`config.mk`:
```
export PLATFORM = sky130hd
export DESIGN_NAME = hex_escape_string_decoder_unit
export DESIGN_NICKNAME = d
export VERILOG_FILES = /design/src/design/hesd_pkg.sv /design/src/design/hesd_regs.sv /design/src/design/hesd_core.sv /design/src/design/hesd_rqueue.sv /design/src/design/hex_escape_string_decoder_unit.sv
export SDC_FILE = /design/constraint.sdc
export NUM_CORES = 1
export LEC_CHECK = 0
export BUFFER_PORTS_ARGS = -buffer_cell sky130_fd_sc_hd__buf_4
export CAP_MARGIN = 25
export CORE_MARGIN = 1.5
export CORE_UTILIZATION = 50
export DETAILED_ROUTE_END_ITERATION = 10
export PLACE_DENSITY = 0.81
export SLEW_MARGIN = 0
export SYNTH_ARGS = -nofsm -noshare
export SYNTH_HDL_FRONTEND = slang
export SYNTH_SLANG_ARGS = --single-unit
```
`constraint.sdc`:
```
create_clock -name clk -period 6.3 [get_ports clk]
set_clock_uncertainty 0.05 [all_clocks]
set_input_delay 0 -clock clk [delete_from_list [all_inputs] [get_ports clk]]
set_output_delay 0 -clock clk [all_outputs]
set_load 0.05 [all_outputs]
```
`src/design/hesd_pkg.sv`:
```
// ----------------------------------------------------------------------------
// hesd_pkg
// Shared types, codes and helpers for the hex escape string decoder.
// ----------------------------------------------------------------------------
package hesd_pkg;

  // Default width of the decoded byte counter.
  localparam int LENGTH_BITS_DEF = 16;

  // Configuration port geometry.
  localparam int CFG_ADDR_W  = 3;
  localparam int CFG_DATA_W  = 32;
  localparam int CAP_W       = 16;
  localparam logic [CAP_W-1:0] CAP_RESET = 16'hFFFF;

  // Register index codes (taken from the word address).
  localparam logic REG_CAPACITY = 1'b0;

  // Result queue geometry.
  localparam int RQ_DEPTH = 4;
  localparam int RQ_PTR_W = $clog2(RQ_DEPTH);
  localparam int RQ_CNT_W = $clog2(RQ_DEPTH + 1);

  // Field widths of a result word.
  localparam int LEN_OUT_W = 16;

  // Characters of interest.
  localparam logic [7:0] CH_NUL    = 8'h00;
  localparam logic [7:0] CH_BSLASH = 8'h5C;  // backslash
  localparam logic [7:0] CH_X      = 8'h78;  // 'x'
  localparam logic [7:0] CH_0      = 8'h30;  // '0'
  localparam logic [7:0] CH_9      = 8'h39;  // '9'
  localparam logic [7:0] CH_LA     = 8'h61;  // 'a'
  localparam logic [7:0] CH_LF     = 8'h66;  // 'f'
  localparam logic [7:0] CH_UA     = 8'h41;  // 'A'
  localparam logic [7:0] CH_UF     = 8'h46;  // 'F'
  localparam logic [3:0] HEX_TEN   = 4'd10;

  // Status codes carried by the final word.
  localparam logic [1:0] ST_OK   = 2'd0;
  localparam logic [1:0] ST_LONG = 2'd1;
  localparam logic [1:0] ST_BAD  = 2'd2;

  typedef enum logic [1:0] {
    PH_NORMAL = 2'd0,
    PH_BSLASH = 2'd1,
    PH_HIGH   = 2'd2,
    PH_LOW    = 2'd3
  } phase_t;

  typedef struct packed {
    logic [7:0]           data;
    logic                 is_final;
    logic [1:0]           status;
    logic [LEN_OUT_W-1:0] length;
    logic                 last;
  } result_t;

  // Up to two result words produced by one input word.
  typedef struct packed {
    logic [1:0] count;
    result_t    first;
    result_t    second;
  } push_t;

  typedef struct packed {
    logic       valid;
    logic [3:0] value;
  } hex_t;

  function automatic hex_t hex_digit(input logic [7:0] b);
    hex_t h;
    h = '0;
    if (b inside {[CH_0:CH_9]}) begin
      h.valid = 1'b1;
      h.value = 4'(b - CH_0);
    end else if (b inside {[CH_LA:CH_LF]}) begin
      h.valid = 1'b1;
      h.value = HEX_TEN + 4'(b - CH_LA);
    end else if (b inside {[CH_UA:CH_UF]}) begin
      h.valid = 1'b1;
      h.value = HEX_TEN + 4'(b - CH_UA);
    end
    return h;
  endfunction

  function automatic result_t mk_byte(input logic [7:0] b);
    result_t r;
    r = '0;
    r.data = b;
    return r;
  endfunction

  function automatic result_t mk_final(input logic [1:0] st,
                                       input logic [LEN_OUT_W-1:0] len);
    result_t r;
    r = '0;
    r.is_final = 1'b1;
    r.status   = st;
    r.length   = len;
    return r;
  endfunction

endpackage

```
`src/design/hesd_regs.sv`:
```
// ----------------------------------------------------------------------------
// hesd_regs
// APB-style register file holding the capacity register.
// ----------------------------------------------------------------------------
module hesd_regs (
  input  logic                              clk,
  input  logic                              rst_n,
  input  logic                              psel,
  input  logic                              penable,
  input  logic                              pwrite,
  input  logic [hesd_pkg::CFG_ADDR_W-1:0]   paddr,
  input  logic [hesd_pkg::CFG_DATA_W-1:0]   pwdata,
  output logic [hesd_pkg::CFG_DATA_W-1:0]   prdata,
  output logic                              pready,
  output logic [hesd_pkg::CAP_W-1:0]        capacity
);

  logic [hesd_pkg::CAP_W-1:0] capacity_r;
  logic [hesd_pkg::CAP_W-1:0] capacity_nxt;
  logic                       reg_idx;
  logic                       wr_en;

  // word index; byte offset bits are ignored
  assign reg_idx = paddr[2];
  assign wr_en   = psel & penable & pwrite;
  assign pready  = 1'b1;

  always_comb begin
    capacity_nxt = capacity_r;
    if (wr_en && (reg_idx == hesd_pkg::REG_CAPACITY)) begin
      capacity_nxt = pwdata[hesd_pkg::CAP_W-1:0];
    end
  end

  always_ff @(posedge clk) begin
    if (!rst_n) begin
      capacity_r <= hesd_pkg::CAP_RESET;
    end else begin
      capacity_r <= capacity_nxt;
    end
  end

  always_comb begin
    prdata = '0;
    if (reg_idx == hesd_pkg::REG_CAPACITY) begin
      prdata = hesd_pkg::CFG_DATA_W'(capacity_r);
    end
  end

  assign capacity = capacity_r;

endmodule

```
`src/design/hesd_core.sv`:
```
// ----------------------------------------------------------------------------
// hesd_core
// Escape decode state machine: one input word in, up to two result words out.
// ----------------------------------------------------------------------------
module hesd_core #(
  parameter int LENGTH_BITS = hesd_pkg::LENGTH_BITS_DEF
) (
  input  logic                        clk,
  input  logic                        rst_n,
  input  logic                        acc,
  input  logic [7:0]                  in_byte,
  input  logic [hesd_pkg::CAP_W-1:0]  capacity,
  output hesd_pkg::push_t             push
);

  // compare width covers both the counter and the capacity register
  localparam int CW = (LENGTH_BITS > hesd_pkg::CAP_W) ? LENGTH_BITS : hesd_pkg::CAP_W;

  hesd_pkg::phase_t        phase_r, phase_nxt;
  logic [3:0]              nib_r, nib_nxt;
  logic [LENGTH_BITS-1:0]  cnt_r, cnt_nxt;
  logic [1:0]              err_r, err_nxt;

  logic [LENGTH_BITS-1:0]  cnt_inc, cnt_inc2;
  logic [CW-1:0]           cap_w, mask_w, cap_eff, cnt_w, cnt_inc_w;
  logic                    at_cap, at_cap1;
  logic                    is_nul, is_bs, is_x;
  hesd_pkg::hex_t          hv;
  hesd_pkg::result_t       r0, r1;
  logic [1:0]              n;

  assign is_nul = (in_byte == hesd_pkg::CH_NUL);
  assign is_bs  = (in_byte == hesd_pkg::CH_BSLASH);
  assign is_x   = (in_byte == hesd_pkg::CH_X);
  assign hv     = hesd_pkg::hex_digit(in_byte);

  assign cnt_inc  = cnt_r + LENGTH_BITS'(1);
  assign cnt_inc2 = cnt_r + LENGTH_BITS'(2);

  // a narrow counter saturates the effective capacity at its largest value
  assign cap_w     = CW'(capacity);
  assign mask_w    = CW'({LENGTH_BITS{1'b1}});
  assign cap_eff   = (cap_w > mask_w) ? mask_w : cap_w;
  assign cnt_w     = CW'(cnt_r);
  assign cnt_inc_w = CW'(cnt_inc);
  assign at_cap    = (cnt_w >= cap_eff);
  assign at_cap1   = (cnt_inc_w >= cap_eff);  // check after a flushed backslash

  // next state
  always_comb begin
    phase_nxt = phase_r;
    nib_nxt   = nib_r;
    cnt_nxt   = cnt_r;
    err_nxt   = err_r;
    if (acc) begin
      if (err_r != hesd_pkg::ST_OK) begin
        // discarding until NUL
      end else begin
        case (phase_r)
          hesd_pkg::PH_NORMAL: begin
            if (!is_nul) begin
              if (at_cap) begin
                err_nxt = hesd_pkg::ST_LONG;
              end else if (is_bs) begin
                phase_nxt = hesd_pkg::PH_BSLASH;
              end else begin
                cnt_nxt = cnt_inc;
              end
            end
          end
          hesd_pkg::PH_BSLASH: begin
            if (is_x) begin
              phase_nxt = hesd_pkg::PH_HIGH;
            end else begin
              phase_nxt = hesd_pkg::PH_NORMAL;
              cnt_nxt   = cnt_inc;
              if (!is_nul) begin
                if (at_cap1) begin
                  err_nxt = hesd_pkg::ST_LONG;
                end else if (is_bs) begin
                  phase_nxt = hesd_pkg::PH_BSLASH;
                end else begin
                  cnt_nxt = cnt_inc2;
                end
              end
            end
          end
          hesd_pkg::PH_HIGH: begin
            if (!hv.valid) begin
              err_nxt   = hesd_pkg::ST_BAD;
              phase_nxt = hesd_pkg::PH_NORMAL;
            end else begin
              nib_nxt   = hv.value;
              phase_nxt = hesd_pkg::PH_LOW;
            end
          end
          hesd_pkg::PH_LOW: begin
            phase_nxt = hesd_pkg::PH_NORMAL;
            if (!hv.valid) begin
              err_nxt = hesd_pkg::ST_BAD;
            end else begin
              nib_nxt = '0;
              cnt_nxt = cnt_inc;
            end
          end
          default: begin
            phase_nxt = hesd_pkg::PH_NORMAL;
          end
        endcase
      end
      // the terminator always ends the string and restarts
      if (is_nul) begin
        phase_nxt = hesd_pkg::PH_NORMAL;
        nib_nxt   = '0;
        cnt_nxt   = '0;
        err_nxt   = hesd_pkg::ST_OK;
      end
    end
  end

  // outputs
  always_comb begin
    r0 = '0;
    r1 = '0;
    n  = 2'd0;
    if (acc) begin
      if (err_r != hesd_pkg::ST_OK) begin
        if (is_nul) begin
          r0 = hesd_pkg::mk_final(err_r, cnt_w[hesd_pkg::LEN_OUT_W-1:0]);
          n  = 2'd1;
        end
      end else begin
        case (phase_r)
          hesd_pkg::PH_NORMAL: begin
            if (is_nul) begin
              r0 = hesd_pkg::mk_final(hesd_pkg::ST_OK, cnt_w[hesd_pkg::LEN_OUT_W-1:0]);
              n  = 2'd1;
            end else if (!at_cap && !is_bs) begin
              r0 = hesd_pkg::mk_byte(in_byte);
              n  = 2'd1;
            end
          end
          hesd_pkg::PH_BSLASH: begin
            if (!is_x) begin
              r0 = hesd_pkg::mk_byte(hesd_pkg::CH_BSLASH);
              n  = 2'd1;
              if (is_nul) begin
                r1 = hesd_pkg::mk_final(hesd_pkg::ST_OK,
                                        cnt_inc_w[hesd_pkg::LEN_OUT_W-1:0]);
                n  = 2'd2;
              end else if (!at_cap1 && !is_bs) begin
                r1 = hesd_pkg::mk_byte(in_byte);
                n  = 2'd2;
              end
            end
          end
          hesd_pkg::PH_HIGH: begin
            if (!hv.valid && is_nul) begin
              r0 = hesd_pkg::mk_final(hesd_pkg::ST_BAD, cnt_w[hesd_pkg::LEN_OUT_W-1:0]);
              n  = 2'd1;
            end
          end
          hesd_pkg::PH_LOW: begin
            if (!hv.valid) begin
              if (is_nul) begin
                r0 = hesd_pkg::mk_final(hesd_pkg::ST_BAD, cnt_w[hesd_pkg::LEN_OUT_W-1:0]);
                n  = 2'd1;
              end
            end else begin
              r0 = hesd_pkg::mk_byte({nib_r, hv.value});
              n  = 2'd1;
            end
          end
          default: begin
            n = 2'd0;
          end
        endcase
      end
      if (n == 2'd1) begin
        r0.last = 1'b1;
      end
      if (n == 2'd2) begin
        r1.last = 1'b1;
      end
    end
  end

  assign push.count  = n;
  assign push.first  = r0;
  assign push.second = r1;

  always_ff @(posedge clk) begin
    if (!rst_n) begin
      phase_r <= hesd_pkg::PH_NORMAL;
      nib_r   <= '0;
      cnt_r   <= '0;
      err_r   <= hesd_pkg::ST_OK;
    end else begin
      phase_r <= phase_nxt;
      nib_r   <= nib_nxt;
      cnt_r   <= cnt_nxt;
      err_r   <= err_nxt;
    end
  end

endmodule

```
`src/design/hesd_rqueue.sv`:
```
// ----------------------------------------------------------------------------
// hesd_rqueue
// Result word queue: up to two writes and one read per cycle.
// ----------------------------------------------------------------------------
module hesd_rqueue (
  input  logic              clk,
  input  logic              rst_n,
  input  hesd_pkg::push_t   push,
  output logic              room,
  output logic              out_valid,
  input  logic              out_stall,
  output hesd_pkg::result_t head
);

  localparam int PW = hesd_pkg::RQ_PTR_W;
  localparam int CNW = hesd_pkg::RQ_CNT_W;

  hesd_pkg::result_t mem_r [hesd_pkg::RQ_DEPTH];
  logic [PW-1:0]     wr_ptr_r, wr_ptr_nxt;
  logic [PW-1:0]     rd_ptr_r, rd_ptr_nxt;
  logic [CNW-1:0]    cnt_r, cnt_nxt;
  logic              pop;

  assign pop        = out_valid & ~out_stall;
  assign wr_ptr_nxt = wr_ptr_r + PW'(push.count);
  assign rd_ptr_nxt = rd_ptr_r + PW'(pop);
  assign cnt_nxt    = cnt_r + CNW'(push.count) - CNW'(pop);

  // room for two words, judged on registered fill only
  assign room      = (cnt_r <= CNW'(hesd_pkg::RQ_DEPTH - 2));
  assign out_valid = (cnt_r != '0);
  assign head      = mem_r[rd_ptr_r];

  always_ff @(posedge clk) begin
    if (!rst_n) begin
      wr_ptr_r <= '0;
      rd_ptr_r <= '0;
      cnt_r    <= '0;
    end else begin
      wr_ptr_r <= wr_ptr_nxt;
      rd_ptr_r <= rd_ptr_nxt;
      cnt_r    <= cnt_nxt;
    end
  end

  always_ff @(posedge clk) begin
    if (push.count != 2'd0) begin
      mem_r[wr_ptr_r] <= push.first;
    end
    if (push.count == 2'd2) begin
      mem_r[wr_ptr_r + PW'(1)] <= push.second;
    end
  end

endmodule

```
`src/design/hex_escape_string_decoder_unit.sv`:
```
// ----------------------------------------------------------------------------
// hex_escape_string_decoder_unit
// Streaming decoder for backslash-x hex escapes in NUL-terminated strings.
// ----------------------------------------------------------------------------
// One source byte is taken per cycle whenever the result queue has room for
// two words. The decode state machine turns each byte into zero, one or two
// result words in the same cycle and writes them into a four-entry queue;
// the output side drains one word per cycle while out_stall is low. A byte
// that yields at most one word therefore flows at one byte per clock, while a
// byte that flushes a held backslash together with a second word takes an
// extra output slot to drain; the single read port of the result queue sets
// that limit. Result words are registered in the queue. Each result
// word is either a decoded byte (out_is_final low) or the end-of-string word
// (out_is_final high) carrying the status (ok, too long, invalid escape) and
// the decoded length; out_last marks the last word caused by one input byte.
// The capacity register (byte address 0, reset 65535) is written through the
// APB-style port and takes effect at the next capacity check; write it only
// while the block is idle.
// ----------------------------------------------------------------------------
module hex_escape_string_decoder_unit #(
  parameter int LENGTH_BITS = hesd_pkg::LENGTH_BITS_DEF
) (
  input  logic                             clk,
  input  logic                             rst_n,

  // source byte channel
  input  logic                             in_valid,
  output logic                             in_stall,
  input  logic [7:0]                       in_byte,

  // result word channel
  output logic                             out_valid,
  input  logic                             out_stall,
  output logic [7:0]                       out_byte,
  output logic                             out_is_final,
  output logic [1:0]                       out_status,
  output logic [hesd_pkg::LEN_OUT_W-1:0]   out_decoded_length,
  output logic                             out_last,

  // configuration port
  input  logic                             psel,
  input  logic                             penable,
  input  logic                             pwrite,
  input  logic [hesd_pkg::CFG_ADDR_W-1:0]  paddr,
  input  logic [hesd_pkg::CFG_DATA_W-1:0]  pwdata,
  output logic [hesd_pkg::CFG_DATA_W-1:0]  prdata,
  output logic                             pready
);

  logic [hesd_pkg::CAP_W-1:0] capacity;
  logic                       room;
  logic                       in_acc;
  hesd_pkg::push_t            push;
  hesd_pkg::result_t          head;

  // stall depends only on registered queue fill
  assign in_stall = ~room;
  assign in_acc   = in_valid & room;

  hesd_regs u_regs (
    .clk      (clk),
    .rst_n    (rst_n),
    .psel     (psel),
    .penable  (penable),
    .pwrite   (pwrite),
    .paddr    (paddr),
    .pwdata   (pwdata),
    .prdata   (prdata),
    .pready   (pready),
    .capacity (capacity)
  );

  // decode: escape phase, pending high digit, byte counter, error latch
  hesd_core #(
    .LENGTH_BITS (LENGTH_BITS)
  ) u_core (
    .clk      (clk),
    .rst_n    (rst_n),
    .acc      (in_acc),
    .in_byte  (in_byte),
    .capacity (capacity),
    .push     (push)
  );

  // result register stage, deep enough to absorb a two-word burst
  hesd_rqueue u_rqueue (
    .clk       (clk),
    .rst_n     (rst_n),
    .push      (push),
    .room      (room),
    .out_valid (out_valid),
    .out_stall (out_stall),
    .head      (head)
  );

  assign out_byte           = head.data;
  assign out_is_final       = head.is_final;
  assign out_status         = head.status;
  assign out_decoded_length = head.length;
  assign out_last           = head.last;

endmodule

```
---- Yosys cells after proc, flatten, opt, wreduce, memory -nomap -nowiden ----
Memory sizes are Yosys's and may differ from the RTL's. A register that Yosys moved wholly into a read port is not among the register bits.
Cells that the tools add are included.
storage, ports and cells
  flip-flop bits (word level) ............. 47
  bits in latches ......................... 0
  bits in writable memories ............... 112
  bits in read-only memories .............. 0
  input port bits ......................... 50
  output and inout port bits .............. 63
  word-level logic and storage cells ...... 149
  memories kept ........................... 1
cells by class
  $add $sub $neg .......................... 12
  multiply operators ...................... 0
  div/mod/pow operators ................... 0
  magnitude comparators ................... 10
  eq/ne operators ......................... 18
  shift operators ......................... 0
  multiplexer cells ....................... 70
  bitwise logic cells ..................... 7
  reduce and logical (&&, ||, !) cells .... 23
memory list
  name            depth  width  rd ports  clocked after memory_dff  wr ports  line               source
  u_rqueue.mem_r  4      28     1         1                         2         hesd_rqueue.sv:18  hesd_pkg::result_t mem_r [hesd_pkg::RQ_DEPTH];
operator list
  cell                                                             count
  two-way mux 28 bit                                               11
  two-way mux 16 bit                                               10
  one-hot mux 28 bit (4 select lines)                              1
  two-way mux 20 bit                                               3
  one-hot mux 16 bit (3 select lines)                              1
  two-way mux 2 bit                                                21
  >= comparator 16 bit                                             2
  two-way mux 27 bit                                               1
  adder 16 x 1 -> 16 bit (second input constant)                   1
  adder 16 x 2 -> 16 bit (second input constant)                   1
  == test 8 x 7 -> 1 bit (second input constant)                   2
  >= comparator 8 x 7 -> 1 bit (second input constant)             2
  > comparator 16 bit (second input constant)                      1
  less-or-equal comparator 8 x 7 -> 1 bit (second input constant)  2
  two-way mux 4 bit                                                4
  one-hot mux 2 bit (4 select lines)                               2
  two-way mux 5 bit                                                3
  != test 3 x 1 -> 1 bit (second input constant)                   5
  subtractor 4 x 1 -> 4 bit (second input constant)                3
  two-way mux 1 bit                                                11
  != test 3 x 2 -> 1 bit (second input constant)                   3
  adder 4 bit (first input constant)                               2
  == test 2 bit (second input constant)                            4
  >= comparator 8 x 6 -> 1 bit (second input constant)             1
  26 further kinds                                                 43

---- Logic depth before layout (Yosys ltp) ----
Gate-level depths: netlist of the first run.
  depth in word-level cells ............... 15
  gate-level depth with buffers ........... 19
  mapped depth without buffers ............ 18

---- Hierarchy ----
From an unflattened synthesis of the first run, not the netlist that was laid out.
second synthesis, totals
  cells, all modules ...................... 866
  area, all modules ....................... 10083.4 um2
by module, submodules not included
  module                          times used  cells each  area each (um2)  seq. area each (um2)
  hesd_rqueue                     1           317         5883.1           3503.4
  hesd_core                       1           441         3203.1           480.5
  hesd_regs                       1           106         987.2            320.3
  hex_escape_string_decoder_unit  1           2           10.0             0.0

---- Worst setup path before layout of the first run ----
OpenSTA, ideal clock, no wires.
  kind .................................... flip-flop to flip-flop
  start ................................... register u_core.cnt_r[3]
  end ..................................... memory u_rqueue.mem_r[0][0] in the netlist's numbering, enable pin
  setup time .............................. 0.383 ns
  data arrival time ....................... 4.252 ns
  data required time ...................... 5.867 ns
  slack ................................... 1.615 ns
  cell stages (with the launch flop) ...... 18
  buffers on the path ..................... 4
  clock period less this slack ............ 4.685 ns
  cell sequence ........................... dfxtp_1 clkbuf_1 and3_1 and3_1 clkbuf_1 nand2_1 nor2_1 xor2_1 ha_1 a211oi_1 nor2_1 nor4_1 o211ai_2 o2bb2ai_1 buf_4 o2111ai_1 buf_2 nand2_1
RTL lines
  element                 line               source
  from (decl)             hesd_core.sv:21    logic [LENGTH_BITS-1:0] cnt_r, cnt_nxt;
  from (signal assigned)  hesd_core.sv:201   cnt_r <= cnt_nxt;
  to (decl)               hesd_rqueue.sv:18

==> impl_results.md, run 1 <==
- Final Util: between 60% and 70%
- Largest net degree at the start of global routing: 33
- Inserted Clock Buffers: 17
- Sequential area share after synthesis: between 40% and 50%
- Clock Tree Buf Depth: 2
- Fill cell count: 1519
- Worst EP required: roughly 6400 ps
- EDFF count, synth: around 100
- CTS Root Buffer Type: clkbuf_16
- Initial antenna violation count: 0
- Post-synth top area share: between 30% and 40%
- Power per cell area: approximately 300 nW/um^2
- Crit-path max FO: 15
- Die Wd: between 100 and 150 um
- Grt ovf: 0
- Count leader, synth: edfxtp_1
- Setup bufs post-CTS: 0
- Wirelength per Cell: 20.57 um
- Met1 Use GR: ~36%
- Reg clk slew, reported paths: ~70 ps
- Most area-consuming cells after synthesis: edfxtp_1 33%, dfxtp_1 11%, mux4_2 6.6%
- #FFs+latches synth: between 150 and 200
- Vias per inst: around 6.4
- Post-synth top flop: edfxtp_1
- Worst relative slew slack: a little over a third
- Register area: between 4000 and 5000 um^2
- Max-Cap Viols: 0
- Final setup violating endpoints: 0
- Core box area: 18770 um^2
- Area of the multi-input gates: about 5000 um^2
- Max frequency: roughly 180 MHz
- Leakage: 4.447 nW
- H-tree depth: 4
- WHS: 84.83 ps
- M2 GR Usage: 42.34%
- DRC: 0
- Worst Path Class, Setup: flop to flop
- Slew @ Worst Pin: around 970 ps
- Mean Syn Cell Area: 10.30 um^2
- TNS Setup: 0 ps
- Total Nets Final: 1122
- Share of layout cells above drive strength 1: 18.48%
- Startpoint types: flop
- Arr. time, crit path: about 5700 ps
- Row count: 50
- Vias: just over 8000
- Unrepaired setup endpoints after global routing: false
- ANT cells: 0
- Top cells by count, synth: 104 x edfxtp_1, 100 x nand2_1, 65 x nor2_1
- Drt pass-1 iters: 6
- Slew Limit Fails: 0
- Area grow syn2layout: 17.83%
- I/O Buffers: between 70 and 80
- Area leader, netlist: edfxtp_1
- Cell area after synthesis: around 9600 um^2
- I/O pins: 113
- Hold Crit Class: input pin to flop
- Status: complete, no violations
- Asr flop ratio synth: 0%
- First-pass GRT wire length: 41430 um
- Period Utilization, post-route: about nine tenths
- Initial DRC count: 943
- Final total power: between 3 and 4 mW
- Initial core utilization: roughly half
- M3 GR Usage: approximately 5.4%
- CTS tree: yes
- GRT Overall Usage: a little over a quarter
- Hpwl dp: 18390 um
- Crit path time final: 5654 ps
- Skew-Pair Late Insertion Delay: between 400 and 500 ps
- CTS Sinks: between 150 and 200
- Die H: around 140 um
- Cells after Synth: 933
- Worst ir drop on vdd: slightly below 0.2 mV
- RePlAce Congestion: roughly 0.9
- Crit end category: flop
- Final Hold Viols: 0
- Vias in the first global route: between 7000 and 8000
- Post-synthesis cell type count: 80
- Die ar.: 20050 um^2
- Final ANT Viol Nets: 0
- Yosys warns: 0
- Final WL: ~26000 um
- GRT busiest layer: met2
-- cell type report --
class	count	area share [%]
clock buffers	17	3.759
well taps	234	2.587
inverters	31	1.028
clock inverters	15	1.559
flip-flops and latches	159	37.33
multi-input cells	680	43.72
repair buffers	137	10.02
-- stage by stage --
| step | instance area, um^2 | worst slack, ps | cells |
|---|---|---|---|
| finish | 11320 | 645.8 | 1273 |
| global route | 11320 | 317.9 | 1273 |
| CTS | 11300 | 817.6 | 1271 |
| detailed placement | 10330 | 854.4 | 1202 |
| global placement | 10300 | 1021 | 1200 |
| floorplan | 9662 | 1615 | 948 |
-- registers in the layout, indices dropped and copies added, names as in the netlist --
register and cells:
u_core.cnt_r 16, u_rqueue.mem_r 112, u_rqueue.rd_ptr_r 2, u_core.phase_r 2, u_core.nib_r 4, u_core.err_r 2, u_rqueue.cnt_r 3, u_rqueue.wr_ptr_r 2
u_regs.capacity 16
-- worst paths after layout --
| path | startpoint | endpoint | slack [ps] | cells past startpoint |
|---|---|---|---|---|
| max | u_core.cnt_r[2] | u_rqueue.mem_r[3][16] | 650 | 17 |
| min | in_byte[4] | u_rqueue.mem_r[3][24] | 80 | 3 |
| max reg2reg | u_core.cnt_r[2] | u_rqueue.mem_r[3][16] | 650 | 17 |
| min reg2reg | u_core.nib_r[2] | u_core.nib_r[2] | 410 | 2 |
-- worst max-delay path: stages, from the launching register on --
cell,delay (ps)
dfxtp_1,550
ha_1,300
and3_1,240
and3_1,280
nand2_1,150
nor2_1,160
xor2_1,280
ha_1,190
nand4_1,140
nor2_1,140
nand3_1,170
o211ai_2,440
o2bb2ai_1,120
buf_4,200
o311ai_2,800
nand2_1,580
nand2_1,250
buf_4,280
-- report_power, final --
part           internal (mW)  switching [mW]
Clock                  0.597           0.457
Combinational          0.371           0.689
Sequential              1.19          0.0619
Total                   2.16            1.21
-- layout by cell type (no fill, tap or decap), drive strengths merged, types with 32 or more instances in the layout --
master | netlist | layout
edfxtp | 104 | 104
nand2 | 101 | 101
buf | 35 | 100
nor2 | 69 | 69
dfxtp | 55 | 55
a21oi | 54 | 54
ha | 45 | 45
o21ai | 42 | 42
o22ai | 41 | 41
dlygate4sd3 | 0 | 37
inv | 30 | 37
a32o | 32 | 32
-- logic make-up after synthesis --
family | after synthesis | synth area share [%]
XOR/XNOR | 15 | 1.368
multiplexers | 42 | 8.037
buffers and inverters | 109 | 5.223
AND/OR/NAND/NOR | 282 | 14.65
flip-flops | 159 | 43.98
adder cells (fa/ha/maj) | 46 | 6.070
AO/OA/AOI/OAI | 278 | 20.59
other | 2 | 0.07818
-- timing repair --
item                      in CTS  in global routing
hold endpoints to repair      39                  0
gates resized for setup        0                  0
hold buffers                  37                  0
-- metal layers --
layer  vias to the layer above  part of all wire [%]  routed length (um)
met3                        58                   9.5                2483
met1                      3838                    41               10770
met2                       504                    47               12240
li1                       3731                     -                   -
met5                         -                     0                   0
met4                         0                   2.7                 697
Note: power is estimated with default switching activity, not from simulation.
==> run 2, diff against run 1 <==
- SYNTH_HIERARCHICAL: default -> 1
==> run 2 against run 1 <==
  * Hold slack better by 2.1 ps
  * Combinational power hardly changed
  * Non-clock buffer count is 20 lower
  * Synthesized cell count is 7.2% lower
  * Count of clock-buffer cells in the layout is 1 higher
  * Sequential power is 4% higher
  * Global-route usage is 4.8 points lower
  * Clock power hardly changed
  * Critical path depth is 4 higher
  * Critical endpoint is now u_rqueue/mem_r[2][21]
  * Largest cell class unchanged
==> impl_results.md, run 2 <==
- Post-synth top flop: edfxtp_1
- Fill cell count: approximately 1500
- Initial antenna violation count: 0
- Worst Path Class, Setup: flop to flop
- Die ar.: around 21000 um^2
- H-tree depth: 4
- CTS Sinks: 159
- Flop-to-flop setup slack: ~640 ps
- Crit-path slowest cell: and3b_2
- CTS tree: yes
- Grt ovf: 0
- Final ANT Viol Nets: 0
- Critical path's largest stage delay: approximately 490 ps
- Power share of the combinational group: 31.2%
- Total Nets Final: roughly 1100
- Share of layout cells above drive strength 1: 30.48%
- CP top delay family: simple AND/OR/NAND/NOR gates
- Register share of total power: between 30% and 40%
- P_int: ~2.2 mW
- Setup bufs post-CTS: 0
- Leakage: 4.670 nW
- Hpwl dp: ~16000 um
- Initial core utilization: a little over 50%
- Initial DRC count: between 700 and 800
- Slew Limit Fails: 0
- CP bufs+invs: 2
- Core box area: between 15000 and 20000 um^2
- Clock Tree Buf Depth: 2
- Worst EP required: roughly 6400 ps
- EDFF count, synth: approximately 110
- Vias per inst: 5.760
- Crit end category: flop
- Final setup violating endpoints: 0
- Period Utilization, post-route: 89.85%
- Status: complete, no violations
- CTS Root Buffer Type: clkbuf_16
- Cells after Synth: roughly 870
- Arr. time, crit path: 5790 ps
- Post-route cell area: approximately 12000 um^2
- Worst ir drop on vdd: between 0.2 and 0.25 mV
- Asr flop ratio synth: 0%
- Final Hold Viols: 0
- Worst relative slew slack: about 37%
- Drt pass-1 iters: 6
- DRC: 0
- RePlAce Congestion: 0.8873
- TNS Setup: 0 ps
- Unrepaired setup endpoints after global routing: false
- Slew @ Worst Pin: between 900 and 1000 ps
- First-pass GRT wire length: 36340 um
- Vias: just over 7000
- Largest net degree at the start of global routing: 57
- I/O pins: around 110
- Power per cell area: ~290 nW/um^2
- Inserted Clock Buffers: 17
- Skew-Pair Late Insertion Delay: between 400 and 500 ps
- Top cells by count, synth: 112 x edfxtp_1, 93 x mux2_2, 57 x nor2b_1
- Clock network power share: between 30% and 40%
- Crit path time final: around 5700 ps
- Max frequency: between 150 and 200 MHz
- DP Area: 10880 um^2
- Startpoint types: flop
- Die Wd: approximately 150 um
- Yosys warns: 6
- ANT cells: 0
- Final WL: 22660 um
- Cell area after synthesis: about 10000 um^2
- Die H: between 100 and 150 um
- Hold Crit Class: input pin to flop
- #FFs+latches synth: 159
- GRT Overall Usage: 21.75%
- Most frequent cells in the layout: 112 x edfxtp_1, 96 x buf_4, 93 x mux2_2, 56 x nor2b_1
- Post-synthesis cell type count: 78
- Commonest non-fill, non-tap cell in the layout: edfxtp_1
- Mean Syn Cell Area: about 12 um^2
- I/O Buffers: between 70 and 80
- Count leader, synth: edfxtp_1
- Max-Cap Viols: 0
- Area grow syn2layout: 15.65%
- Row count: just over 50
- Reg clk slew, reported paths: 60 ps
- Sequential area share after synthesis: 42.69%
- Switch share: between 30% and 40%
- Largest register FFs: ~110
- Area leader, netlist: edfxtp_1
- Biggest register: u_rqueue/mem_r
- Most area-consuming cells after synthesis: edfxtp_1 33%, mux2_2 10%, dfxtp_1 9.3%
- P_sw: 1.165 mW
- Most common cell on crit path: and3_1
- Post-synth top area share: 33.35%
- Wirelength per Cell: ~18 um
- Worst-path cell chain: ha_1 > and3_1 > and3_1 > and3_1 > nand3_1 > nor2_1 > xor2_1 > ha_1 > and4_1 > nand2_1 > a311oi_1 > nand4b_1 > nor2_1 > o311ai_0 > o31ai_1 > a21oi_1 > buf_4 > nor2b_1 > and3b_2 > buf_4 > mux2_2
- Crit-path max FO: 15
- Vias in the first global route: slightly above 7000
[run 2: changes by cell type after synthesis, moves of 31 or more]
cell	change
nor2b_1	+51
o22ai_1	-40
nor2_1	-35
mux2_2	+92
nand2_1	-66
and2_1	+31
[run 2: stage by stage]
stage	hold slack [ps]	util, %	power, mW	instances	setup slack, ps
6_report	86.96	59.53	3.384	1236	639.6
5_1_grt	101.7	59.53	3.503	1236	271.8
4_1_cts	72.86	59.45	3.393	1235	593.4
3_3_place_gp	204.8	55.43	2.333	1184	794.4
3_5_place_dp	213.1	55.53	2.367	1185	670.6
2_1_floorplan	71.71	-	2.074	882	656.4
[run 2: repair_timing]
action,4_1_cts,5_1_grt
hold buffers,18,0
hold endpoints to repair,20,0
resized for setup,0,0
[run 2: cell families after synthesis]
group,synth area share [%]
and+or+nand+nor,15.49
muxes,21.70
DFF,42.69
AOI/OAI and AO/OA,7.495
buffers and inverters,5.087
adders and majority gates,5.782
xor gates and xnor gates,1.650
other,0.1117
[run 2: worst register-to-register path, stage by stage (launching register included)]
cell and delay [ps]:
dfxtp_1 480, ha_1 270, and3_1 230, and3_1 210, and3_1 320, nand3_1 190, nor2_1 160, xor2_1 270
ha_1 300, and4_1 230, nand2_1 70, a311oi_1 40, nand4b_1 280, nor2_1 220, o311ai_0 150, o31ai_1 150
a21oi_1 160, buf_4 200, nor2b_1 210, and3b_2 490, buf_4 340, mux2_2 380
[run 2: area by class of cell]
class / count / area, um^2 / area share (%)
multi-input combinational: 627 / 5345 / 45.84
sequential: 159 / 4307 / 36.93
timing repair buffer: 117 / 955.9 / 8.197
clock buffer: 18 / 429.2 / 3.680
tap: 265 / 331.6 / 2.843
clock inverter: 14 / 157.7 / 1.352
inverter: 36 / 135.1 / 1.159
[run 2: final timing paths]
kind | startpoint | end | cells past startpoint
min reg2reg | u_core/err_r[1] | u_core/err_r[1] | 2
max | u_core/cnt_r[2] | u_rqueue/mem_r[2][21] | 21
max reg2reg | u_core/cnt_r[2] | u_rqueue/mem_r[2][21] | 21
min | in_byte[0] | u_core/nib_r[0] | 5
[run 2: power by group through the flow]
| stage | combinational (mW) | sequential (mW) | clock (mW) |
|---|---|---|---|
| finish | 1.06 | 1.30 | 1.03 |
| global route | 1.11 | 1.31 | 1.07 |
| CTS | 1.06 | 1.30 | 1.03 |
| detailed placement | 1.04 | 1.33 | 0 |
| global placement | 0.995 | 1.34 | 0 |
| floorplan | 0.791 | 1.28 | 0 |
[run 2: per-layer routing]
metal | track usage, % | part of all wire (%) | wire [um] | vias to the layer above
met5 | 0 | 0 | 0 | -
met4 | 8.608 | 2.6 | 586 | 0
met3 | 4.560 | 5.8 | 1305 | 56
met2 | 35.24 | 47 | 10630 | 294
met1 | 28.50 | 45 | 10140 | 3397
li1 | - | - | - | 3372
